[config.mk]
export PLATFORM = sky130hd
export DESIGN_NAME = tga_rle_queue
export DESIGN_NICKNAME = d
export VERILOG_FILES = /design/src/sv/tga_rle_pkg.sv /design/src/sv/tga_rle_queue.sv
export SDC_FILE = /design/constraint.sdc
export NUM_CORES = 1
export LEC_CHECK = 0
export ABC_AREA = 1
export BUFFER_PORTS_ARGS = -buffer_cell sky130_fd_sc_hd__buf_2
export CORE_UTILIZATION = 35
export CTS_BUF_LIST = sky130_fd_sc_hd__clkbuf_8
export DETAILED_ROUTE_END_ITERATION = 8
export SLEW_MARGIN = 30
export SYNTH_ARGS = -nofsm -noshare
export SYNTH_HDL_FRONTEND = slang
export SYNTH_SLANG_ARGS = --single-unit
[constraint.sdc]
create_clock -name clk -period 2.1 [get_ports clk]
set_input_delay 0.105 -clock clk [delete_from_list [all_inputs] [get_ports clk]]
set_output_delay 0.105 -clock clk [all_outputs]
set_load 0.02 [all_outputs]
[src/sv/tga_rle_pkg.sv]
// shared types, constants and functions of the targa body decoder
// no dependencies

package tga_rle_pkg;

  localparam int MAP_DEPTH = 16384;
  localparam int MAP_AW    = $clog2(MAP_DEPTH);
  localparam int WIN_W     = 18;
  localparam int QUEUE_DEPTH = 4;
  localparam int QUEUE_AW    = $clog2(QUEUE_DEPTH);

  typedef logic [2:0] cfg_index_t;

  localparam cfg_index_t REG_USE_MAP    = 3'd0;
  localparam cfg_index_t REG_RLE        = 3'd1;
  localparam cfg_index_t REG_PIX_FMT    = 3'd2;
  localparam cfg_index_t REG_MAP_FMT    = 3'd3;
  localparam cfg_index_t REG_MAP_FIRST  = 3'd4;
  localparam cfg_index_t REG_MAP_COUNT  = 3'd5;

  localparam logic [1:0] FMT_8  = 2'd0;
  localparam logic [1:0] FMT_16 = 2'd1;
  localparam logic [1:0] FMT_24 = 2'd2;
  localparam logic [1:0] FMT_32 = 2'd3;

  // one queue entry: either a map store or a pixel result
  typedef struct packed {
    logic              is_write;
    logic [MAP_AW-1:0] addr;
    logic [23:0]       rgb;
    logic [7:0]        rep;
    logic              lookup;
    logic              err;
  } item_t;

  // colour as {red, green, blue} from up to three gathered bytes
  function automatic logic [23:0] colour_of(input logic [23:0] g, input logic [1:0] fmt);
    logic [7:0] b0, b1, b2, r, gr, bl;
    b0 = g[7:0];
    b1 = g[15:8];
    b2 = g[23:16];
    case (fmt)
      FMT_8: begin
        r  = b0;
        gr = b0;
        bl = b0;
      end
      FMT_16: begin
        r  = {3'd0, b1[6:2]};
        gr = {3'd0, b1[1:0], b0[7:5]};
        bl = {3'd0, b0[4:0]};
      end
      default: begin
        r  = b2;
        gr = b1;
        bl = b0;
      end
    endcase
    return {r, gr, bl};
  endfunction

endpackage

[src/sv/tga_rle_queue.sv]
// short queue of classified items between front end and back end
// depends on tga_rle_pkg

module tga_rle_queue import tga_rle_pkg::*; (
  input  logic  clk,
  input  logic  rst,
  input  logic  push,
  input  item_t push_item,
  input  logic  pop,
  output logic  full,
  output logic  not_empty,
  output item_t head
);

  item_t               entries [QUEUE_DEPTH];
  logic [QUEUE_AW-1:0] wr_ptr, rd_ptr;
  logic [QUEUE_AW:0]   count;

  assign full      = (count == (QUEUE_AW+1)'(QUEUE_DEPTH));
  assign not_empty = (count != '0);
  assign head      = entries[rd_ptr];

  always_ff @(posedge clk) begin
    if (push) begin
      entries[wr_ptr] <= push_item;
    end
  end

  always_ff @(posedge clk) begin
    if (rst) begin
      wr_ptr <= '0;
      rd_ptr <= '0;
      count  <= '0;
    end else begin
      if (push) begin
        wr_ptr <= wr_ptr + QUEUE_AW'(1);
      end
      if (pop) begin
        rd_ptr <= rd_ptr + QUEUE_AW'(1);
      end
      case ({push, pop})
        2'b10:   count <= count + (QUEUE_AW+1)'(1);
        2'b01:   count <= count - (QUEUE_AW+1)'(1);
        default: count <= count;
      endcase
    end
  end

endmodule

# Word level (Yosys, flattened, before mapping)
# Memory sizes are Yosys's and may differ from the RTL's. A register that Yosys moved wholly into a read port is not among the register bits.
# Cells that the tools add are included.
[word_totals]
register_bits = 7
latch_bits = 0
mem_bits_rw = 196
mem_bits_ro = 0
in_bits = 53
output_inout_bits = 51
elab_cells = 18
mem_count = 1
[mem_list]
columns = ["memory", "depth", "word_bits", "read_ports", "rd_clocked_by_memory_dff", "wr", "line_no", "rtl"]
rows = [
  ["entries", 4, 49, 1, 1, 1, "tga_rle_queue.sv:15", "item_t entries [QUEUE_DEPTH];"],
]
[classes]
add_sub_neg = 4
multipliers = 0
n_div = 0
order_cmp = 0
eq_ne = 3
shift = 0
muxes = 5
n_bitwise = 0
n_reduce_logical = 2
[op_table]
columns = ["cell", "n"]
rows = [
  ["$pmux W3 S2", 1],
  ["$add A2 B1 Y2 const B", 2],
  ["$mux W2", 2],
  ["$add A3 B1 Y3 const B", 1],
  ["$eq A3 B3 Y1 const B", 1],
  ["$reduce_bool A3 Y1", 1],
  ["$sub A3 B1 Y3 const B", 1],
  ["$eq A2 B1 Y1 const B", 1],
  ["$eq A2 B2 Y1 const B", 1],
  ["$mux W1", 2],
  ["$reduce_bool A2 Y1", 1],
]

# Longest topological paths before layout
# Gate-level depths: netlist (run 1).
[logic_depth]
depth_word = 3
depth_mapped = 8
depth_no_buf = 8

# Worst setup path before layout (run 1)
# Ideal clock, no wire load.
[synth_timing]
kind = "reg2reg"
from = "register wr_ptr[0]"
to = "memory entries[2][0] (netlist name) (enable)"
setup_ns = 0.403
t_arrival_ns = 1.546
required_time_ns = 1.697
setup_slack_ns = 0.150
path_stages_with_launch = 5
n_path_buf = 0
synth_period_minus_slack_ns = 1.950
path_cell_list = "dfxtp_1 > inv_1 > ha_1 > nand2_1 > inv_1"
[synth_lines]
columns = ["item", "line_no", "rtl"]
rows = [
  ["start: declaration", "tga_rle_queue.sv:16", "logic [QUEUE_AW-1:0] wr_ptr, rd_ptr;"],
  ["start signal: assignment", "tga_rle_queue.sv:36", "wr_ptr <= wr_ptr + QUEUE_AW'(1);"],
  ["end: declaration", "tga_rle_queue.sv:15", ""],
]
# No word-level cell before the write port.

==> summary.md, run 1 <==
| Metric | Value |
|---|---|
| CTS tree | `yes` |
| Area Growth Syn to Fin | `25.5%` |
| Syn Inst Count | `533` |
| Total grt overflow | `0` |
| Antenna-violating nets left | `0` |
| Type of origin of the critical path | `flip-flop` |
| CP required | `2.00 ns` |
| Longest Clk Path Bufs | `3` |
| Tcrit/Tclk final | `95.2%` |
| Setup crit end kind | `output pin` |
| Post-Route WL | `17,000 um` |
| Synth Flop Type | `edfxtp_1` |
| RSZ-0062 raised after global routing | `yes` |
| EDFF count, synth | `196` |
| Largest net degree at the start of global routing | `56` |
| Synthesized area | `0.00771 mm2` |
| Psw | `2.13 mW` |
| Skew final | `0.00940 ns` |
| Crit Path Category | `reg2out` |
| Ys Warns | `0` |
| Crit path largest cell delay | `0.48 ns` |
| Sequential area share after synthesis | `78.7%` |
| Dpl hpwl | `10,100 um` |
| Initial antenna violation count | `1` |
| Area after DPL | `0.00853 mm2` |
| Post-route cell area | `0.00967 mm2` |
| Fmax | `0.500 GHz` |
| Mapped Avg Cell Area | `14.5 um2` |
| Pint | `6.40 mW` |
| Final Hold Viols | `0` |
| Worst setup slack after layout | `0.101 ns` |
| DR vias | `4,886` |
| DRC Markers | `0` |
| Sequential group share of total power | `55.4%` |
| Placed insts | `893` |
| Switch share | `25.0%` |
| Vias in the first global route | `5,006` |
| Cell row count | `53` |
| Clk_lat worst skew | `0.54 ns` |
| H-tree levels | `1` |
| Total power | `8.52 mW` |
| Slew headroom | `72.3%` |
| Vias per inst | `4.87` |
| Overall global routing resource usage | `15.2%` |
| Post-DR wirelength/cell | `16.9 um` |
| Most area-hungry cell type in the Yosys netlist | `edfxtp_1` |
| Die W | `150 um` |
| Max-cap violations | `0` |
| WP data arrival | `1.89 ns` |
| Final slew viol count | `0` |
| Die Area | `0.0226 mm2` |
| Worst path bufs/invs | `3` |
| First-pass DRT Iterations | `4` |
| Global-route wire length before repair | `26,200 um` |
| Final setup vio count | `0` |
| Hold crit path type | `in2reg` |
| Final nets | `764` |
| Async S/R FF share, synth | `0%` |
| Crit-path slowest cell | `dfxtp_4` |
| Finished Layout Cells | `1,004` |
| Root Driver | `clkbuf_8` |
| Initial core utilization | `36.2%` |
| Worst-Margin Slew | `0.415 ns` |
| CTS Buf Count | `31` |
| Net count after synthesis | `592` |
| Logic pwr share | `12.3%` |
| Clock Sinks | `205` |
| Layout cells sized above 1 | `22.3%` |
| Synth Register Bits | `205` |
| CP Max Fanout | `55` |
| Core ar. | `0.0213 mm2` |
| Clk pwr share | `32.3%` |
| Pre-CTS WS | `0.434 ns` |
| Iteration-0 DRC Markers | `268` |
| Cell Pwr Density | `881 mW/mm2` |
| Dominant cells by area after synthesis | `edfxtp_1 76%, o21ai_0 6.4%, nor2_1 5.3%` |
| Crit path cell chain | `inv_16 > buf_12 > o21ai_0 > o22ai_2 > buf_2` |
| CP delay by family, top | `buffers and inverters` |
| Cell variety after synth | `21` |
| Worst vdd ir | `0.000516 V` |
| RD Place Congestion | `0.719` |
| Status | `finished, final reports clean` |
| Die Height | `150 um` |
| Tmin final | `2.00 ns` |
| IO buf count | `103` |
| Yosys top cell area share | `76.4%` |
| CTS clk-pin slew, worst paths | `0.06 ns` |
| I/O pins | `104` |
| Leak pwr | `3.50 nW` |
[routing by layer]
layer  GRT usage [%]  part of all wire [%]
met1            19.7                    44
met2            25.8                    48
met3            3.27                   6.1
met4            3.64                   1.7
met5               0                     0
[path summary, 6_finish.rpt]
kind	cells after the start	end	from	slack (ns)
worst min register to register	1	flip-flop	rd_ptr[1]	0.44
worst max register to register	5	entries[1][21]	wr_ptr[1]	0.56
worst max-delay path	5	head[42]	flip-flop	0.10
worst min-delay path	3	count[0]	rst	0.28
[through the flow]
stage / setup TNS, ns / util (%) / hold slack (ns)
after floorplan: 0 / - / 0.177
after global placement: 0 / 40.1 / 0.281
after detailed placement: 0 / 40.1 / 0.291
after CTS: 0 / 45.3 / 0.242
after global routing: -0.0935 / 45.4 / 0.271
final: 0 / 45.4 / 0.281
[layout by cell type (no fill, tap or decap), types with 2 or more instances in the layout]
master,n
a21oi_1,3
buf_12,8
buf_2,103
buf_4,6
clkbuf_8,31
clkinv_1,7
clkinv_2,2
dfxtp_1,7
dlygate4sd3_1,52
edfxtp_1,196
ha_1,5
inv_1,25
inv_2,4
nand2_1,10
nor2_1,108
o21ai_0,97
o21ai_1,6
o22ai_1,46
o22ai_2,3
[cells by family after synthesis]
group | share of synthesized area [%]
and+or+nand+nor | 5.89
DFF | 78.7
xor gates and xnor gates | 0.114
buffers and inverters | 3.34
AOI/OAI and AO/OA | 10.9
adders and majority gates | 1.07
[cell type report]
type                    instances  area [um2]
flip-flops and latches        205        6070
repair buffers                170        1250
multi-input cells             282        1400
well taps                     275         344
fillers                      1894       11600
inverters                      15        75.1
clock buffers                  31         427
clock inverters                25        96.3
diodes                          1        2.50
[tightest hold or removal path, cell delays in order]
cell	delay, ns
dlygate4sd3_1	0.52
buf_2	0.11
nor2_1	0.04
[flip-flops by register name (all words and copies together), names as in the netlist, named ones only]
| signal | cells |
|---|---|
| count | 3 |
| entries | 196 |
| rd_ptr | 2 |
| wr_ptr | 2 |
[power groups by stage]
| stage | logic (mW) | clock network, mW | registers [mW] |
|---|---|---|---|
| 2_1_floorplan | 0.576 | 0 | 4.79 |
| 3_3_place_gp | 0.929 | 0 | 4.80 |
| 3_5_place_dp | 0.954 | 0 | 4.81 |
| 4_1_cts | 1.06 | 2.83 | 4.72 |
| 5_1_grt | 1.15 | 3.01 | 4.74 |
| 6_report | 1.05 | 2.75 | 4.72 |
[cell usage after synthesis, drive strengths merged (3+ instances only)]
library cell,instances
edfxtp,196
nor2,108
o21ai,103
o22ai,49
buf,21
inv,15
clkbuf,10
nand2,10
dfxtp,9
ha,5
a21oi,3
[what timing repair did]
| item | CTS | global route |
|---|---|---|
| setup endpoints to repair | 40 | 9 |
| hold endpoints to repair | 205 | 0 |
| resized for setup | 12 | 6 |
| buffers inserted | 2 | 0 |
| pin swaps | 0 | 1 |
| hold buffers | 52 | 0 |
No activity file was read; power rests on OpenSTA's default activity.
==> run 2, diff against run 1 <==
- CORE_ASPECT_RATIO: not set -> 1.25
==> run 2 against run 1 <==
Routed wire length decreased by 2.5%. First-iteration DRC count decreased by 4.5%. Non-clock buffer count decreased by 1. Fmax increased by 0.95%. Via count decreased by 0.53%. Largest power group unchanged.
==> summary.md, run 2 (synthesis gave the netlist of run 1 again) <==
| Metric | Value |
|---|---|
| Fmax | `0.505 GHz` |
| Total grt overflow | `0` |
| Status | `finished, final reports clean` |
| Reg area | `0.00607 mm2` |
| Max reg flops | `196` |
| Most common cell after layout, fill and taps aside | `edfxtp_1` |
| Crit-path slowest cell | `dfxtp_2` |
| Crit Path Category | `reg2out` |
| Setup crit end kind | `output pin` |
| DR vias | `4,860` |
| Initial core utilization | `35.8%` |
| Area of the multi-input gates | `0.00138 mm2` |
| Post-route cell area | `0.00965 mm2` |
| IO buf count | `103` |
| Max-cap violations | `0` |
| Slew headroom | `72.4%` |
| Worst vdd ir | `0.000495 V` |
| Dpl hpwl | `9290 um` |
| H-tree levels | `1` |
| CP required | `2.00 ns` |
| Area after DPL | `0.00853 mm2` |
| Pint | `6.52 mW` |
| Psw | `2.16 mW` |
| Reg2Reg Setup Slack | `0.69 ns` |
| CTS Buf Count | `31` |
| Crit path largest cell delay | `0.38 ns` |
| Filler cells | `1,933` |
| Sequential group share of total power | `54.4%` |
| Final nets | `763` |
| Leak pwr | `3.49 nW` |
| Final setup vio count | `0` |
| Cell row count | `60` |
| Ant. Diodes | `0` |
| Biggest register | `entries` |
| Die W | `135 um` |
| Vias per inst | `4.82` |
| Number of post-CTS setup repair buffers | `0` |
| Vias in the first global route | `5,092` |
| Core ar. | `0.0215 mm2` |
| Setup TNS | `0 ns` |
| Longest Clk Path Bufs | `3` |
| Die Area | `0.0226 mm2` |
| Layout cells sized above 1 | `22.2%` |
| Crit path cell chain | `buf_8 > o21ai_0 > o22ai_1 > buf_2` |
| Hold crit path type | `in2reg` |
| Global-route wire length before repair | `26,100 um` |
| Skew final | `0.00997 ns` |
| Cell Pwr Density | `899 mW/mm2` |
| I/O pins | `104` |
| CTS tree | `yes` |
| Clk_lat worst skew | `0.54 ns` |
| Clock Sinks | `205` |
| Antenna-violating nets left | `0` |
| CP Max Fanout | `49` |
| Die Height | `168 um` |
| Worst-Margin Slew | `0.414 ns` |
| DRC Markers | `0` |
| RSZ-0062 raised after global routing | `no` |
| Area Growth Syn to Fin | `25.2%` |
| Regs by FF count | `entries x196, count x3` |
| WP data arrival | `1.88 ns` |
| Initial antenna violation count | `0` |
| Tmin final | `1.98 ns` |
| Clk pwr share | `33.9%` |
| Total power | `8.68 mW` |
| Final slew viol count | `0` |
| Final Hold Viols | `0` |
| Iteration-0 DRC Markers | `256` |
| Post-Route WL | `16,600 um` |
| Most frequent cells in the layout | `196 x edfxtp_1, 108 x nor2_1, 103 x buf_2` |
| Switch share | `24.8%` |
| Logic pwr share | `11.7%` |
| Largest net degree at the start of global routing | `55` |
| First-pass DRT Iterations | `4` |
| Tcrit/Tclk final | `94.3%` |
| Root Driver | `clkbuf_8` |
| RD Place Congestion | `0.702` |
| Type of origin of the critical path | `flip-flop` |
| Overall global routing resource usage | `14.8%` |
| CTS clk-pin slew, worst paths | `0.06 ns` |
| Post-DR wirelength/cell | `16.5 um` |
[run 2: changes by cell type in the layout (fill, tap and decap cells not counted), moves of 2 or more]
cell / previous run / this run
buf_12: 8 / 4
buf_8: 0 / 2
clkinv_2: 2 / 5
inv_1: 25 / 21
o22ai_1: 46 / 49
o22ai_2: 3 / 0
[run 2: through the flow]
step / worst slack [ns] / utilization [%] / std cells / hold slack, ns
6_report: 0.120 / 44.8 / 1008 / 0.309
5_1_grt: 0.00852 / 44.8 / 1008 / 0.282
4_1_cts: 0.000879 / 44.8 / 1008 / 0.269
3_5_place_dp: 0.469 / 39.6 / 897 / 0.287
3_3_place_gp: 0.495 / 39.6 / 897 / 0.283
2_1_floorplan: 0.150 / - / 533 / 0.177
[run 2: path summary, 6_finish.rpt]
| path | startpoint | end | cells after the start |
|---|---|---|---|
| max | flip-flop | head[15] | 4 |
| max reg2reg | wr_ptr[1] | entries[1][28] | 5 |
| min reg2reg | rd_ptr[1] | flip-flop | 1 |
| min | push_item[38] | entries[0][38] | 2 |
[run 2: what timing repair did]
item | 4_1_cts | 5_1_grt
gates resized for setup | 6 | 4
cloned | 0 | 0
hold buffers | 53 | 0
hold endpoints to repair | 205 | 0
setup endpoints to repair | 43 | 12
pin swaps | 0 | 0
[run 2: cell type report]
type	instances	area share [%]
repair buffers	169	12.6
multi-input cells	282	14.3
inverters	15	0.713
well taps	279	3.62
flip-flops and latches	205	62.9
clock inverters	27	1.43
clock buffers	31	4.42
[run 2: per-layer routing]
layer  share of wire, %  vias to the layer above  GRT usage, %  wire length [um]
met5                  0                        -             0                 0
met3                5.4                       28          3.01               898
met1                 43                     2371          17.5              7060
li1                   -                     2337             -                 -
met2                 50                      124          26.5              8360
met4                1.7                        0          4.89               274
[run 2: critical path, delay by kind of cell (launching register included)]
family,cells,cell delay (ns)
buffers and inverters,2,0.54
AOI/OAI and AO/OA,2,0.40
DFF,1,0.38
[run 2: power groups by stage]
stage | logic [mW] | clock network, mW | registers [mW]
floorplan | 0.576 | 0 | 4.79
global placement | 0.920 | 0 | 4.79
detailed placement | 0.947 | 0 | 4.80
CTS | 1.04 | 3.06 | 4.72
global route | 1.12 | 3.22 | 4.73
finish | 1.02 | 2.94 | 4.72
