`src/sv/tga_rle_pkg.sv`:
```
// shared types, constants and functions of the targa body decoder
// no dependencies

package tga_rle_pkg;

  localparam int MAP_DEPTH = 16384;
  localparam int MAP_AW    = $clog2(MAP_DEPTH);
  localparam int WIN_W     = 18;
  localparam int QUEUE_DEPTH = 4;
  localparam int QUEUE_AW    = $clog2(QUEUE_DEPTH);

  typedef logic [2:0] cfg_index_t;

  localparam cfg_index_t REG_USE_MAP    = 3'd0;
  localparam cfg_index_t REG_RLE        = 3'd1;
  localparam cfg_index_t REG_PIX_FMT    = 3'd2;
  localparam cfg_index_t REG_MAP_FMT    = 3'd3;
  localparam cfg_index_t REG_MAP_FIRST  = 3'd4;
  localparam cfg_index_t REG_MAP_COUNT  = 3'd5;

  localparam logic [1:0] FMT_8  = 2'd0;
  localparam logic [1:0] FMT_16 = 2'd1;
  localparam logic [1:0] FMT_24 = 2'd2;
  localparam logic [1:0] FMT_32 = 2'd3;

  // one queue entry: either a map store or a pixel result
  typedef struct packed {
    logic              is_write;
    logic [MAP_AW-1:0] addr;
    logic [23:0]       rgb;
    logic [7:0]        rep;
    logic              lookup;
    logic              err;
  } item_t;

  // colour as {red, green, blue} from up to three gathered bytes
  function automatic logic [23:0] colour_of(input logic [23:0] g, input logic [1:0] fmt);
    logic [7:0] b0, b1, b2, r, gr, bl;
    b0 = g[7:0];
    b1 = g[15:8];
    b2 = g[23:16];
    case (fmt)
      FMT_8: begin
        r  = b0;
        gr = b0;
        bl = b0;
      end
      FMT_16: begin
        r  = {3'd0, b1[6:2]};
        gr = {3'd0, b1[1:0], b0[7:5]};
        bl = {3'd0, b0[4:0]};
      end
      default: begin
        r  = b2;
        gr = b1;
        bl = b0;
      end
    endcase
    return {r, gr, bl};
  endfunction

endpackage

```
`src/sv/tga_rle_front.sv`:
```
// front end: configuration registers, byte gathering, packet headers, classification
// depends on tga_rle_pkg

module tga_rle_front import tga_rle_pkg::*; (
  input  logic        clk,
  input  logic        rst,
  input  logic        cfg_write,
  input  cfg_index_t  cfg_index,
  input  logic [13:0] cfg_data,
  input  logic        byte_take,
  input  logic [7:0]  data_byte,
  output logic        push,
  output item_t       push_item
);

  logic        use_map, rle;
  logic [1:0]  pix_fmt, map_fmt;
  logic [13:0] map_first, map_count;

  logic        loading;
  logic [13:0] map_pos;
  logic [1:0]  bie;
  logic [23:0] gathered;
  logic [7:0]  run_rem;
  logic        run_rep;

  logic [1:0]        fmt;
  logic [23:0]       elem;
  logic              complete;
  logic [13:0]       map_pos_next;
  logic [WIN_W-1:0]  wr_addr;
  logic [15:0]       idx;
  logic              in_win;
  logic [13:0]       count_next;

  assign fmt      = loading ? map_fmt : pix_fmt;
  assign complete = (bie >= fmt);
  assign map_pos_next = map_pos + 14'd1;
  assign wr_addr  = WIN_W'(map_first) + WIN_W'(map_pos);
  assign count_next = (cfg_index == REG_MAP_COUNT) ? cfg_data : map_count;

  always_comb begin
    elem = gathered;
    case (bie)
      2'd0:    elem[7:0]   = data_byte;
      2'd1:    elem[15:8]  = data_byte;
      2'd2:    elem[23:16] = data_byte;
      default: elem = gathered;
    endcase
  end

  always_comb begin
    case (pix_fmt)
      FMT_8:   idx = {8'd0, elem[7:0]};
      FMT_16:  idx = elem[15:0];
      default: idx = 16'd0;
    endcase
  end

  assign in_win = (WIN_W'(idx) >= WIN_W'(map_first))
               && (WIN_W'(idx) < WIN_W'(map_first) + WIN_W'(map_count))
               && (WIN_W'(idx) < WIN_W'(MAP_DEPTH));

  // classification of the byte being taken
  always_comb begin
    push           = 1'b0;
    push_item      = '0;
    if (byte_take && complete) begin
      if (loading) begin
        push               = (wr_addr < WIN_W'(MAP_DEPTH));
        push_item.is_write = 1'b1;
        push_item.addr     = wr_addr[MAP_AW-1:0];
        push_item.rgb      = colour_of(elem, map_fmt);
      end else if (!(rle && run_rem == 8'd0)) begin
        push               = 1'b1;
        push_item.addr     = idx[MAP_AW-1:0];
        push_item.rep      = (rle && run_rep) ? run_rem : 8'd1;
        if (use_map) begin
          push_item.lookup = in_win;
          push_item.err    = !in_win;
          push_item.rgb    = 24'd0;
        end else begin
          push_item.rgb    = colour_of(elem, pix_fmt);
        end
      end
    end
  end

  always_ff @(posedge clk) begin
    if (rst) begin
      use_map   <= 1'b0;
      rle       <= 1'b0;
      pix_fmt   <= FMT_24;
      map_fmt   <= FMT_24;
      map_first <= '0;
      map_count <= '0;
      loading   <= 1'b0;
      map_pos   <= '0;
      bie       <= '0;
      gathered  <= '0;
      run_rem   <= '0;
      run_rep   <= 1'b0;
    end else if (cfg_write) begin
      case (cfg_index)
        REG_USE_MAP:   use_map   <= cfg_data[0];
        REG_RLE:       rle       <= cfg_data[0];
        REG_PIX_FMT:   pix_fmt   <= cfg_data[1:0];
        REG_MAP_FMT:   map_fmt   <= cfg_data[1:0];
        REG_MAP_FIRST: map_first <= cfg_data;
        REG_MAP_COUNT: map_count <= cfg_data;
        default: ;
      endcase
      // any write restarts the image
      loading  <= (count_next != 14'd0);
      map_pos  <= '0;
      bie      <= '0;
      gathered <= '0;
      run_rem  <= '0;
      run_rep  <= 1'b0;
    end else if (byte_take) begin
      if (loading) begin
        if (complete) begin
          bie      <= '0;
          gathered <= '0;
          map_pos  <= map_pos_next;
          if (map_pos_next >= map_count) begin
            loading <= 1'b0;
          end
        end else begin
          bie      <= bie + 2'd1;
          gathered <= elem;
        end
      end else if (rle && run_rem == 8'd0) begin
        run_rep <= data_byte[7];
        run_rem <= {1'b0, data_byte[6:0]} + 8'd1;
      end else if (complete) begin
        bie      <= '0;
        gathered <= '0;
        if (rle) begin
          if (run_rep) begin
            run_rem <= '0;
          end else begin
            run_rem <= run_rem - 8'd1;
          end
        end
      end else begin
        bie      <= bie + 2'd1;
        gathered <= elem;
      end
    end
  end

endmodule

```
`config.mk`:
```
export PLATFORM = sky130hd
export DESIGN_NAME = tga_rle_front
export DESIGN_NICKNAME = d
export VERILOG_FILES = /design/src/sv/tga_rle_pkg.sv /design/src/sv/tga_rle_front.sv
export SDC_FILE = /design/constraint.sdc
export NUM_CORES = 1
export LEC_CHECK = 0
export ABC_CLOCK_PERIOD_IN_PS = 4840
export BUFFER_PORTS_ARGS = -buffer_cell sky130_fd_sc_hd__buf_2
export CAP_MARGIN = 20
export CORE_MARGIN = 2
export CORE_UTILIZATION = 62
export CTS_BUF_LIST = sky130_fd_sc_hd__clkbuf_2
export DETAILED_ROUTE_END_ITERATION = 8
export GPL_ROUTABILITY_DRIVEN = 0
export PLACE_DENSITY = 0.91
export SLEW_MARGIN = 5
export SYNTH_ARGS = -nofsm -noshare
export SYNTH_HDL_FRONTEND = slang
export SYNTH_SLANG_ARGS = --single-unit
```
`constraint.sdc`:
```
create_clock -name clk -period 4.84 [get_ports clk]
set_input_delay 0.726 -clock clk [delete_from_list [all_inputs] [get_ports clk]]
set_output_delay 0.726 -clock clk [all_outputs]
set_load 0.02 [all_outputs]
```
After elaboration in Yosys (flattened, before gate mapping)
Cells that the tools add are included.
Widths: inputs -> output; s select.
{ "classes": {"n_lt_le_gt_ge": 6, "n_eq_ne": 10, "reduce_logical": 25, "n_addsub": 6, "n_mux": 38, "n_bitwise": 1} }
{ "ops": {"columns": ["cell", "n"], "rows": [
  ["$mux 24", 4],
  ["$mux 8", 10],
  ["$pmux 8 s2", 4],
  ["$mux 49", 1],
  ["$mux 48", 1],
  ["$mux 38", 1],
  ["$pmux 16 s2", 1],
  ["$add 14x14->15", 2],
  ["$ge 16x14->1", 1],
  ["$lt 16x15->1", 1],
  ["$lt 16x15->1 const B", 1],
  ["$lt 15x15->1 const B", 1],
  ["$add 14x1->14 const B", 1],
  ["$ge 14x14->1", 1],
  ["$mux 14", 1],
  ["$reduce_bool 14->1", 1],
  ["$reduce_and 2->1", 6],
  ["$mux 10", 1],
  ["$mux 2", 5],
  ["$mux 1", 9],
  ["$add 7x1->8 const B", 1],
  ["$logic_not 8->1", 1],
  ["$sub 8x1->8 const B", 1],
  ["$eq 2x1->1 const B", 3],
  ["16 further kinds", 27]
]} }
{ "word_totals": {"input_bits": 29, "regBits": 84, "output_inout_bits": 50} }

Logic depth before layout (Yosys ltp)
Gate-level depths: netlist of the first run.
{ "logic_depth": {"word_depth": 11, "ltp_mapped": 16, "ltp_nobuf": 16} }

Worst setup path before layout of the first run
Ideal clock, no wire load.
{ "synth_path": {"path_type": "register to output", "from": "register map_first[0]", "to": "output port push_item[1] (netlist name)", "path_stages_with_launch": 16, "arrival_ps": 3299, "required_time_ps": 4114, "path_slack_ps": 815, "path_cell_list": "dfxtp_1 ha_1 fa_1 a21o_1 a21oi_1 nand2b_1 a21boi_0 nor2_1 xor2_1 ha_1 a21o_1 a2111oi_0 a211oi_1 o31ai_1 nand4_1 nor2_1"} }
{ "synth_rtl": {"columns": ["element", "line", "rtl"], "rows": [
  ["from (decl)", "tga_rle_front.sv:18", "logic [13:0] map_first, map_count;"],
  ["from (signal assigned)", "tga_rle_front.sv:109", "REG_MAP_FIRST: map_first <= cfg_data;"],
  ["to (decl)", "tga_rle_front.sv:13", "output item_t push_item"]
]} }

==> results of run 1 <==
==> layer usage <==
| layer | GRT usage (%) | vias up | share of wire, % |
|---|---|---|---|
| li1 | - | 3591 | - |
| met1 | 43.8 | 3393 | 41 |
| met2 | 51.6 | 432 | 45 |
| met3 | 4.75 | 84 | 9.0 |
| met4 | 17.8 | 0 | 5.4 |
| met5 | 0 | - | 0 |
==> cell usage after synthesis (5+ instances only) <==
cell,n
nand2b_1,10
a21oi_1,124
mux2_2,10
nand4_1,6
mux2i_1,23
o31ai_1,5
a22oi_1,6
a211oi_1,19
a21o_1,20
and3_1,6
nor2b_1,15
ha_1,78
clkbuf_1,33
buf_1,5
nor4_1,8
nor2_1,119
a211o_1,5
xnor2_1,25
o21ai_0,26
nand2_1,110
and2_1,11
nand3_1,23
or3_1,6
o21a_1,5
o22ai_1,14
inv_1,41
buf_2,10
nor3_1,45
dfxtp_1,84
xor2_1,28
==> worst max-delay path, cell delays in order, from the launching register on <==
cell       delay [ps]
dfxtp_4           440
ha_1              300
a21o_1            170
a21o_1            230
a2111oi_4         370
nor2_1             90
nor2_1            130
xor2_1            180
ha_1              300
a2111oi_4         390
a211oi_2          120
o31ai_1           240
nand4_1           140
and2b_1           200
buf_6             130
==> cell families (layout without fill, tap and decap cells) <==
kind of cell	count (synthesis)	in the layout
muxes	33	33
buffers and inverters	93	156
AOI/OAI and AO/OA	256	256
adders and majority gates	80	80
DFF	84	84
xor gates and xnor gates	53	53
and+or+nand+nor	381	381
==> power by group through the flow <==
stage	Combinational (mW)	Sequential (mW)	Clock, mW
global placement	0.252	0.735	0
finish	0.274	0.723	0.345
detailed placement	0.259	0.735	0
CTS	0.261	0.722	0.348
global route	0.297	0.725	0.380
floorplan	0.185	0.725	0
==> layout make-up <==
| cell class | instances | area (um^2) | share of cell area [%] |
|---|---|---|---|
| multi-input cells | 803 | 5250 | 66.2 |
| clock inverters | 7 | 51.3 | 0.648 |
| repair buffers | 98 | 549 | 6.93 |
| well taps | 143 | 179 | 2.26 |
| clock buffers | 9 | 45.0 | 0.569 |
| flip-flops and latches | 84 | 1690 | 21.4 |
| inverters | 42 | 158 | 1.99 |
==> flip-flops by register name, indices dropped and copies added, names as in the netlist <==
| signal | flops |
|---|---|
| map_first | 14 |
| map_fmt | 2 |
| map_count | 14 |
| bie | 2 |
| loading | 1 |
| pix_fmt | 2 |
| use_map | 1 |
| run_rep | 1 |
| rle | 1 |
| run_rem | 8 |
| map_pos | 14 |
| gathered | 24 |
==> through the flow <==
| step | instance area (um^2) | setup slack, ps | hold WS, ps | std cells | TNS, ps |
|---|---|---|---|---|---|
| 2_1_floorplan | 7250 | 815 | 429 | 980 | 0 |
| 3_3_place_gp | 7720 | 596 | 438 | 1167 | 0 |
| 3_5_place_dp | 7720 | 523 | 445 | 1167 | 0 |
| 4_1_cts | 7840 | 0.300 | 347 | 1184 | 0 |
| 5_1_grt | 7920 | -98.9 | 324 | 1186 | -175 |
| 6_report | 7920 | 106 | 356 | 1186 | 0 |
==> worst paths after layout <==
path | from | to | slack [ps]
max reg2reg | map_fmt[1] | map_pos[12] | 1590
min | cfg_data[4] | map_count[4] | 360
min reg2reg | gathered[22] | gathered[22] | 470
max | map_first[1] | push_item[0] | 110
==> cell usage in the layout (no fill, tap or decap), drive strengths merged, types with 7 or more instances in the layout <==
cell type and count:
clkbuf 9, nor4 8, inv 44, xor2 28
buf 98, a21oi 124, nor2 120, or3 7
dfxtp 84, a211oi 19, nor2b 15, nand2 111
a21o 20, ha 78, mux2 10, o21ai 32
nor3 47, and2 11, mux2i 23, xnor2 25
o22ai 14, nand2b 10, nand3 23
==> timing repair <==
item	CTS	global route
hold buffers	0	0
pin swaps	0	15
setup endpoints to repair	2	2
setup buffers	1	2
gates resized for setup	6	16
==> results.md, run 1 <==
- Number of synthesized flops with an enable pin: 0
- RSZ-0062 raised after global routing: true
- Pint: 877 uW
- Core Region: ~11000 um^2
- Initial drt markers: around 860
- DR DRC count: 0
- Max Buffers Root-to-Sink: 2
- Vias: 7500
- Fillers: ~960
- TritonCTS clock tree: built
- Asr flop ratio synth: 0%
- Largest family of logic cells by synthesized area: simple AND/OR/NAND/NOR gates
- Max_slew headroom: roughly 30%
- Max-slew violations: 0
- Skew-Pair Late Insertion Delay: roughly 600 ps
- Primary FF master, synth: dfxtp_1
- Die Ht: about 110 um
- Sequential fraction of design power: between 50% and 60%
- Worst Max-Slew Pin Slew: between 1000 and 1500 ps
- CP max FO: 6
- Vias in the first global route: between 6000 and 7000
- Crit path launch type: register
- Min-Delay Path Class: input port to register
- TritonCTS buffer count: 9
- Yosys warns: 0
- Logic gate share of total power: between 20% and 30%
- Clock network fraction of total power: between 20% and 30%
- Post-Synth Adder-Cell Area: approximately 14%
- Mean post-synth cell area: 7.40 um^2
- DR WL/cell: ~18 um
- Final setup fails: 0
- Grt ovf: 0
- Ratio of cells with drive above 1 in the final layout: approximately 15%
- Initial Util: a little under two thirds
- Worst Setup End Kind: output port
- Clk pin slew, worst setup/hold paths: approximately 250 ps
- Leak: 3.36 nW
- Area leader, netlist: dfxtp_1
- Switch share: a little over a third
- FF-to-FF path depth: 11
- Max-cap violations: 0
- Synth Area in Compound Gates: about 22%
- Post-DP HPWL: roughly 16 mm
- Mapped Cells: a little under 1000
- Util after Layout: a little over two thirds
- Pwr per Cell Area: roughly 170 nW/um^2
- Post-synthesis net count: 1089
- Global Route Usage Sum: approximately a third
- I/O pins: 79
- CTS Sinks: 84
- CP required: roughly 4100 ps
- Cell Rows: 39
- Post-Syn Area: roughly 7200 um^2
- P_sw: 466 uW
- Clock skew: 30.7 ps
- Layout net count: about 1100
- Netlist cell types: slightly below 70
- Antenna-violating nets left: 0
- # diodes: 0
- Seq/Total Area, Yosys: 23.2%
- Final Hold Viols: 0
- Simple-gate share of the synthesized area: about a quarter
- Initial antenna violation count: 0
- Chip Width: about 110 um
- Worst path arrival time: approximately 4000 ps
- Top cells by area, synth: dfxtp_1 (23%), ha_1 (13%), a21oi_1 (8.6%)
- Peak VDD IR: around 0.00018 V
- Hold path depth: 3
- Via/cell ratio: between 6 and 7
- IO buf count: 78
- Synth Area in XOR/XNOR: under 10%
- Drt total wl: about 21 mm
- Min Tclk post-route: 4730 ps
- Design Power: ~1.3 mW
- Largest net degree at the start of global routing: 51
- Yosys top cell area share: roughly 23%
- Htree depth: 3
- Area grow syn2layout: 9.27%
- Die Area: ~13000 um^2
- Drt pass-1 iters: 6
- Crit Path Class: register to output port
- Post-synthesis sequential element count: 84
- Multiplexer area fraction after synthesis: under 10%
- Achievable clock frequency: 211 MHz
- Final Cycle Share: about 98%
- First-pass GRT wire length: about 33 mm
- Status: complete, no violations
- Clk Tree Root Cell: clkbuf_2
(Power assumes the default switching activity.)
==> run 2: changes to the inputs <==
Settings changed: ABC_AREA from default to 1, GPL_ROUTABILITY_DRIVEN 0 to default.
==> run 2 against run 1 <==
Net effect: clock skew grew 1.1 ps; hold slack gained 10 ps; wire length grew 7.2%; via count grew 7.5%; combinational power grew 39%; die area grew 0.94%.
==> results.md, run 2 <==
- Status: complete, no violations (unchanged)
- Fin cells: 1316 (was 1186)
- Leak: 3.75 nW (was 3.36 nW)
- Seq/Total Area, Yosys: 23.0% (was 23.2%)
- Yosys warns: 0 (unchanged)
- Top cells by area, synth: dfxtp_1 (23%), ha_1 (13%), a21oi_1 (8.8%) (was dfxtp_1 (23%), ha_1 (13%), a21oi_1 (8.6%))
- TritonCTS clock tree: built (unchanged)
- Hold buffers post-CTS: 0 (unchanged)
- GPL Wtd Cong: 1.10
- Netlist cell types: 49 (was 69)
- IO buf count: 78 (unchanged)
- Skew-Pair Late Insertion Delay: 640 ps (was 600 ps)
- Commonest cells in the netlist: nand2_1 (160), inv_1 (142), a21oi_1 (129) (was a21oi_1 (124), nor2_1 (119), nand2_1 (110))
- Asr flop ratio synth: 0% (unchanged)
- Most frequent cells in the layout: nand2_1 (160), inv_1 (142), a21oi_1 (129) (was a21oi_1 (123), nor2_1 (118), nand2_1 (110))
- Final setup TNS: 0 ps (unchanged)
- Final Hold Viols: 0 (unchanged)
- Yosys top cell area share: 23.0% (was 23.2%)
- Min Tclk post-route: 4580 ps (was 4730 ps)
- TritonCTS buffer count: 9 (unchanged)
- Post-synthesis sequential element count: 84 (unchanged)
- Delay-heaviest family, CP: buffers and inverters (was compound AO/OA/AOI/OAI gates)
- Post-Syn Area: 7320 um^2 (was 7250 um^2)
- Chip Width: 113 um (was 112 um)
- Initial antenna violation count: 0 (unchanged)
- Post-DP HPWL: 17.9 mm (was 15.9 mm)
- Core Region: 11500 um^2 (was 11400 um^2)
- Mean post-synth cell area: 6.65 um^2 (was 7.40 um^2)
- Largest Register: gathered (unchanged)
- Ratio of cells with drive above 1 in the final layout: 11.5% (was 14.8%)
- Post-cts resize count: 0 (was 6)
- Util after Layout: 69.4% (about the same)
- Crit-path max cell delay: 610 ps (was 440 ps)
- Max Buffers Root-to-Sink: 2 (unchanged)
- Area grow syn2layout: 8.67% (was 9.27%)
- Initial Util: 63.8% (was 63.5%)
- Max-slew violations: 0 (unchanged)
- Largest net degree at the start of global routing: 50 (was 51)
- Number of synthesized flops with an enable pin: 0 (unchanged)
- DP Area: 7790 um^2 (was 7720 um^2)
- RSZ-0062 raised after global routing: false (was true)
- CTS Sinks: 84 (unchanged)
- Pwr per Cell Area: 203 nW/um^2 (was 169 nW/um^2)
- First-pass GRT wire length: 36.0 mm (was 33.5 mm)
- CP max FO: 21 (was 6)
- Drt total wl: 22.7 mm (was 21.2 mm)
- Grt ovf: 0 (unchanged)
- Area leader, netlist: dfxtp_1 (unchanged)
- CP max stage cell: dfxtp_1 (was dfxtp_4)
- Final setup fails: 0 (unchanged)
- Worst Max-Slew Pin Slew: 950 ps (was 1050 ps)
- Post-CTS Repair Setup Buffers: 0 (was 1)
- Setup ws final: 261 ps (was 106 ps)
- Post-route cell area: 7950 um^2 (was 7920 um^2)
- DR WL/cell: 17.3 um (was 17.9 um)
- Cell with the most instances after synthesis: nand2_1 (was a21oi_1)
- Achievable clock frequency: 218 MHz (was 211 MHz)
- Clock skew: 31.8 ps (was 30.7 ps)
- Die Area: 12700 um^2 (was 12600 um^2)
- Antenna-violating nets left: 0 (unchanged)
- DR DRC count: 0 (unchanged)
- Largest register FFs: 24 (unchanged)
- Post-synthesis net count: 1210 (was 1089)
- Crit path top cell by count: nand2_1
- Place WS: 1150 ps (was 523 ps)
- Vias: 8060 (was 7500)
- Worst path arrival time: 3850 ps (was 4010 ps)
- Die Ht: 113 um (was 112 um)
- Mapped Cells: 1101 (was 980)
- Worst Setup End Kind: output port (unchanged)
- Crit-path cells: nor2_1 -> nor2_1 -> clkinv_1 -> ha_1 -> o21ai_0 -> nand2_1 -> nand2_1 -> inv_1 -> nand2_1 -> buf_4 -> inv_1 -> a32o_1 -> buf_2 (was ha_1 -> a21o_1 -> a21o_1 -> a2111oi_4 -> nor2_1 -> nor2_1 -> xor2_1 -> ha_1 -> a2111oi_4 -> a211oi_2 -> o31ai_1 -> nand4_1 -> and2b_1 -> buf_6)
- I/O pins: 79 (unchanged)
- Placed cell count: 1300 (was 1167)
- Clk pin slew, worst setup/hold paths: 270 ps (was 250 ps)
- Drt pass-1 iters: 7 (was 6)
- Initial drt markers: 1104 (was 858)
- Clk Tree Root Cell: clkbuf_2 (unchanged)
- Crit path launch type: register (unchanged)
- Vias in the first global route: 7110 (was 6634)
- CP required: 4110 ps (about the same)
- Commonest non-fill, non-tap cell in the layout: nand2_1 (was a21oi_1)
- Max_slew headroom: 36.5% (was 29.9%)
- # diodes: 0 (unchanged)
- Peak VDD IR: 0.000243 V (was 0.000178 V)
- Primary FF master, synth: dfxtp_1 (unchanged)
- Crit path buffers/inverters: 5 (was 1)
- Htree depth: 3 (unchanged)
- Layout net count: 1277 (was 1147)
- Via/cell ratio: 6.12 (was 6.32)
- Max-cap violations: 0 (unchanged)
- Crit Path Class: register to output port (unchanged)
- Fillers: 1065 (was 961)
- Final Cycle Share: 94.6% (was 97.8%)
- Cell Rows: 39 (unchanged)
- Min-Delay Path Class: input port to register (unchanged)
- Global Route Usage Sum: 35.3% (was 32.9%)
run 2: cell types whose count changed in the layout (fill, tap and decap cells not counted), moves of 11 or more:
cell and change:
and2_1 -11, nand2_1 +50, o21ai_0 +99, xnor2_1 -15, nor3_1 -28, nand3_1 +26
nor2b_1 -15, a21o_1 -16, inv_1 +101, mux2i_1 -22, a211oi_1 +11, nor2_1 -12
run 2: cell families (layout without fill, tap and decap cells):
family                   count (synthesis)  in the layout  synth area share, %
AND/OR/NAND/NOR                        370            370                 22.0
AO/OA/AOI/OAI                          344            344                 26.3
buffers and inverters                  187            259                 10.4
flip-flops                              84             84                 23.0
adder cells (fa/ha/maj)                 80             80                 13.9
XOR/XNOR                                35             35                 4.19
multiplexers                             1              1                0.154
run 2: power by group:
group | total (mW) | internal [mW] | switching (mW)
combinational | 0.382 | 0.124 | 0.258
sequential | 0.735 | 0.715 | 0.0199
clock | 0.495 | 0.220 | 0.275
run 2: area by class of cell:
cell class	instances	area, um^2	area share, %
well taps	143	179	2.25
clock buffers	9	45.0	0.566
clock inverters	7	115	1.45
flip-flops and latches	84	1680	21.1
inverters	153	579	7.28
repair buffers	90	480	6.04
multi-input cells	830	4870	61.3
run 2: per-layer routing:
layer  up-vias  global-route usage, %  routed length, um
met5         -                      0                  0
met4         0                   14.7                849
met3        74                   6.26               2580
met2       523                   51.2               9470
met1      3554                   51.5               9840
li1       3909                      -                  -
run 2: tightest hold or removal path: stages:
cell and delay (ps):
buf_2 120, a21oi_1 50, o21ai_0 60
run 2: final timing paths:
| path | from | to | slack [ps] | depth (start not counted) |
|---|---|---|---|---|
| max reg2reg | loading | map_pos[10] | 1650 | 13 |
| min reg2reg | gathered[14] | gathered[14] | 480 | 2 |
| max | loading | push_item[19] | 260 | 13 |
| min | rst | map_fmt[1] | 370 | 3 |
run 2: per-stage QoR:
step,power [mW],hold WS (ps)
finish,1.61,366
global route,1.68,366
CTS,1.59,344
detailed placement,1.11,447
global placement,1.11,444
floorplan,1.01,431
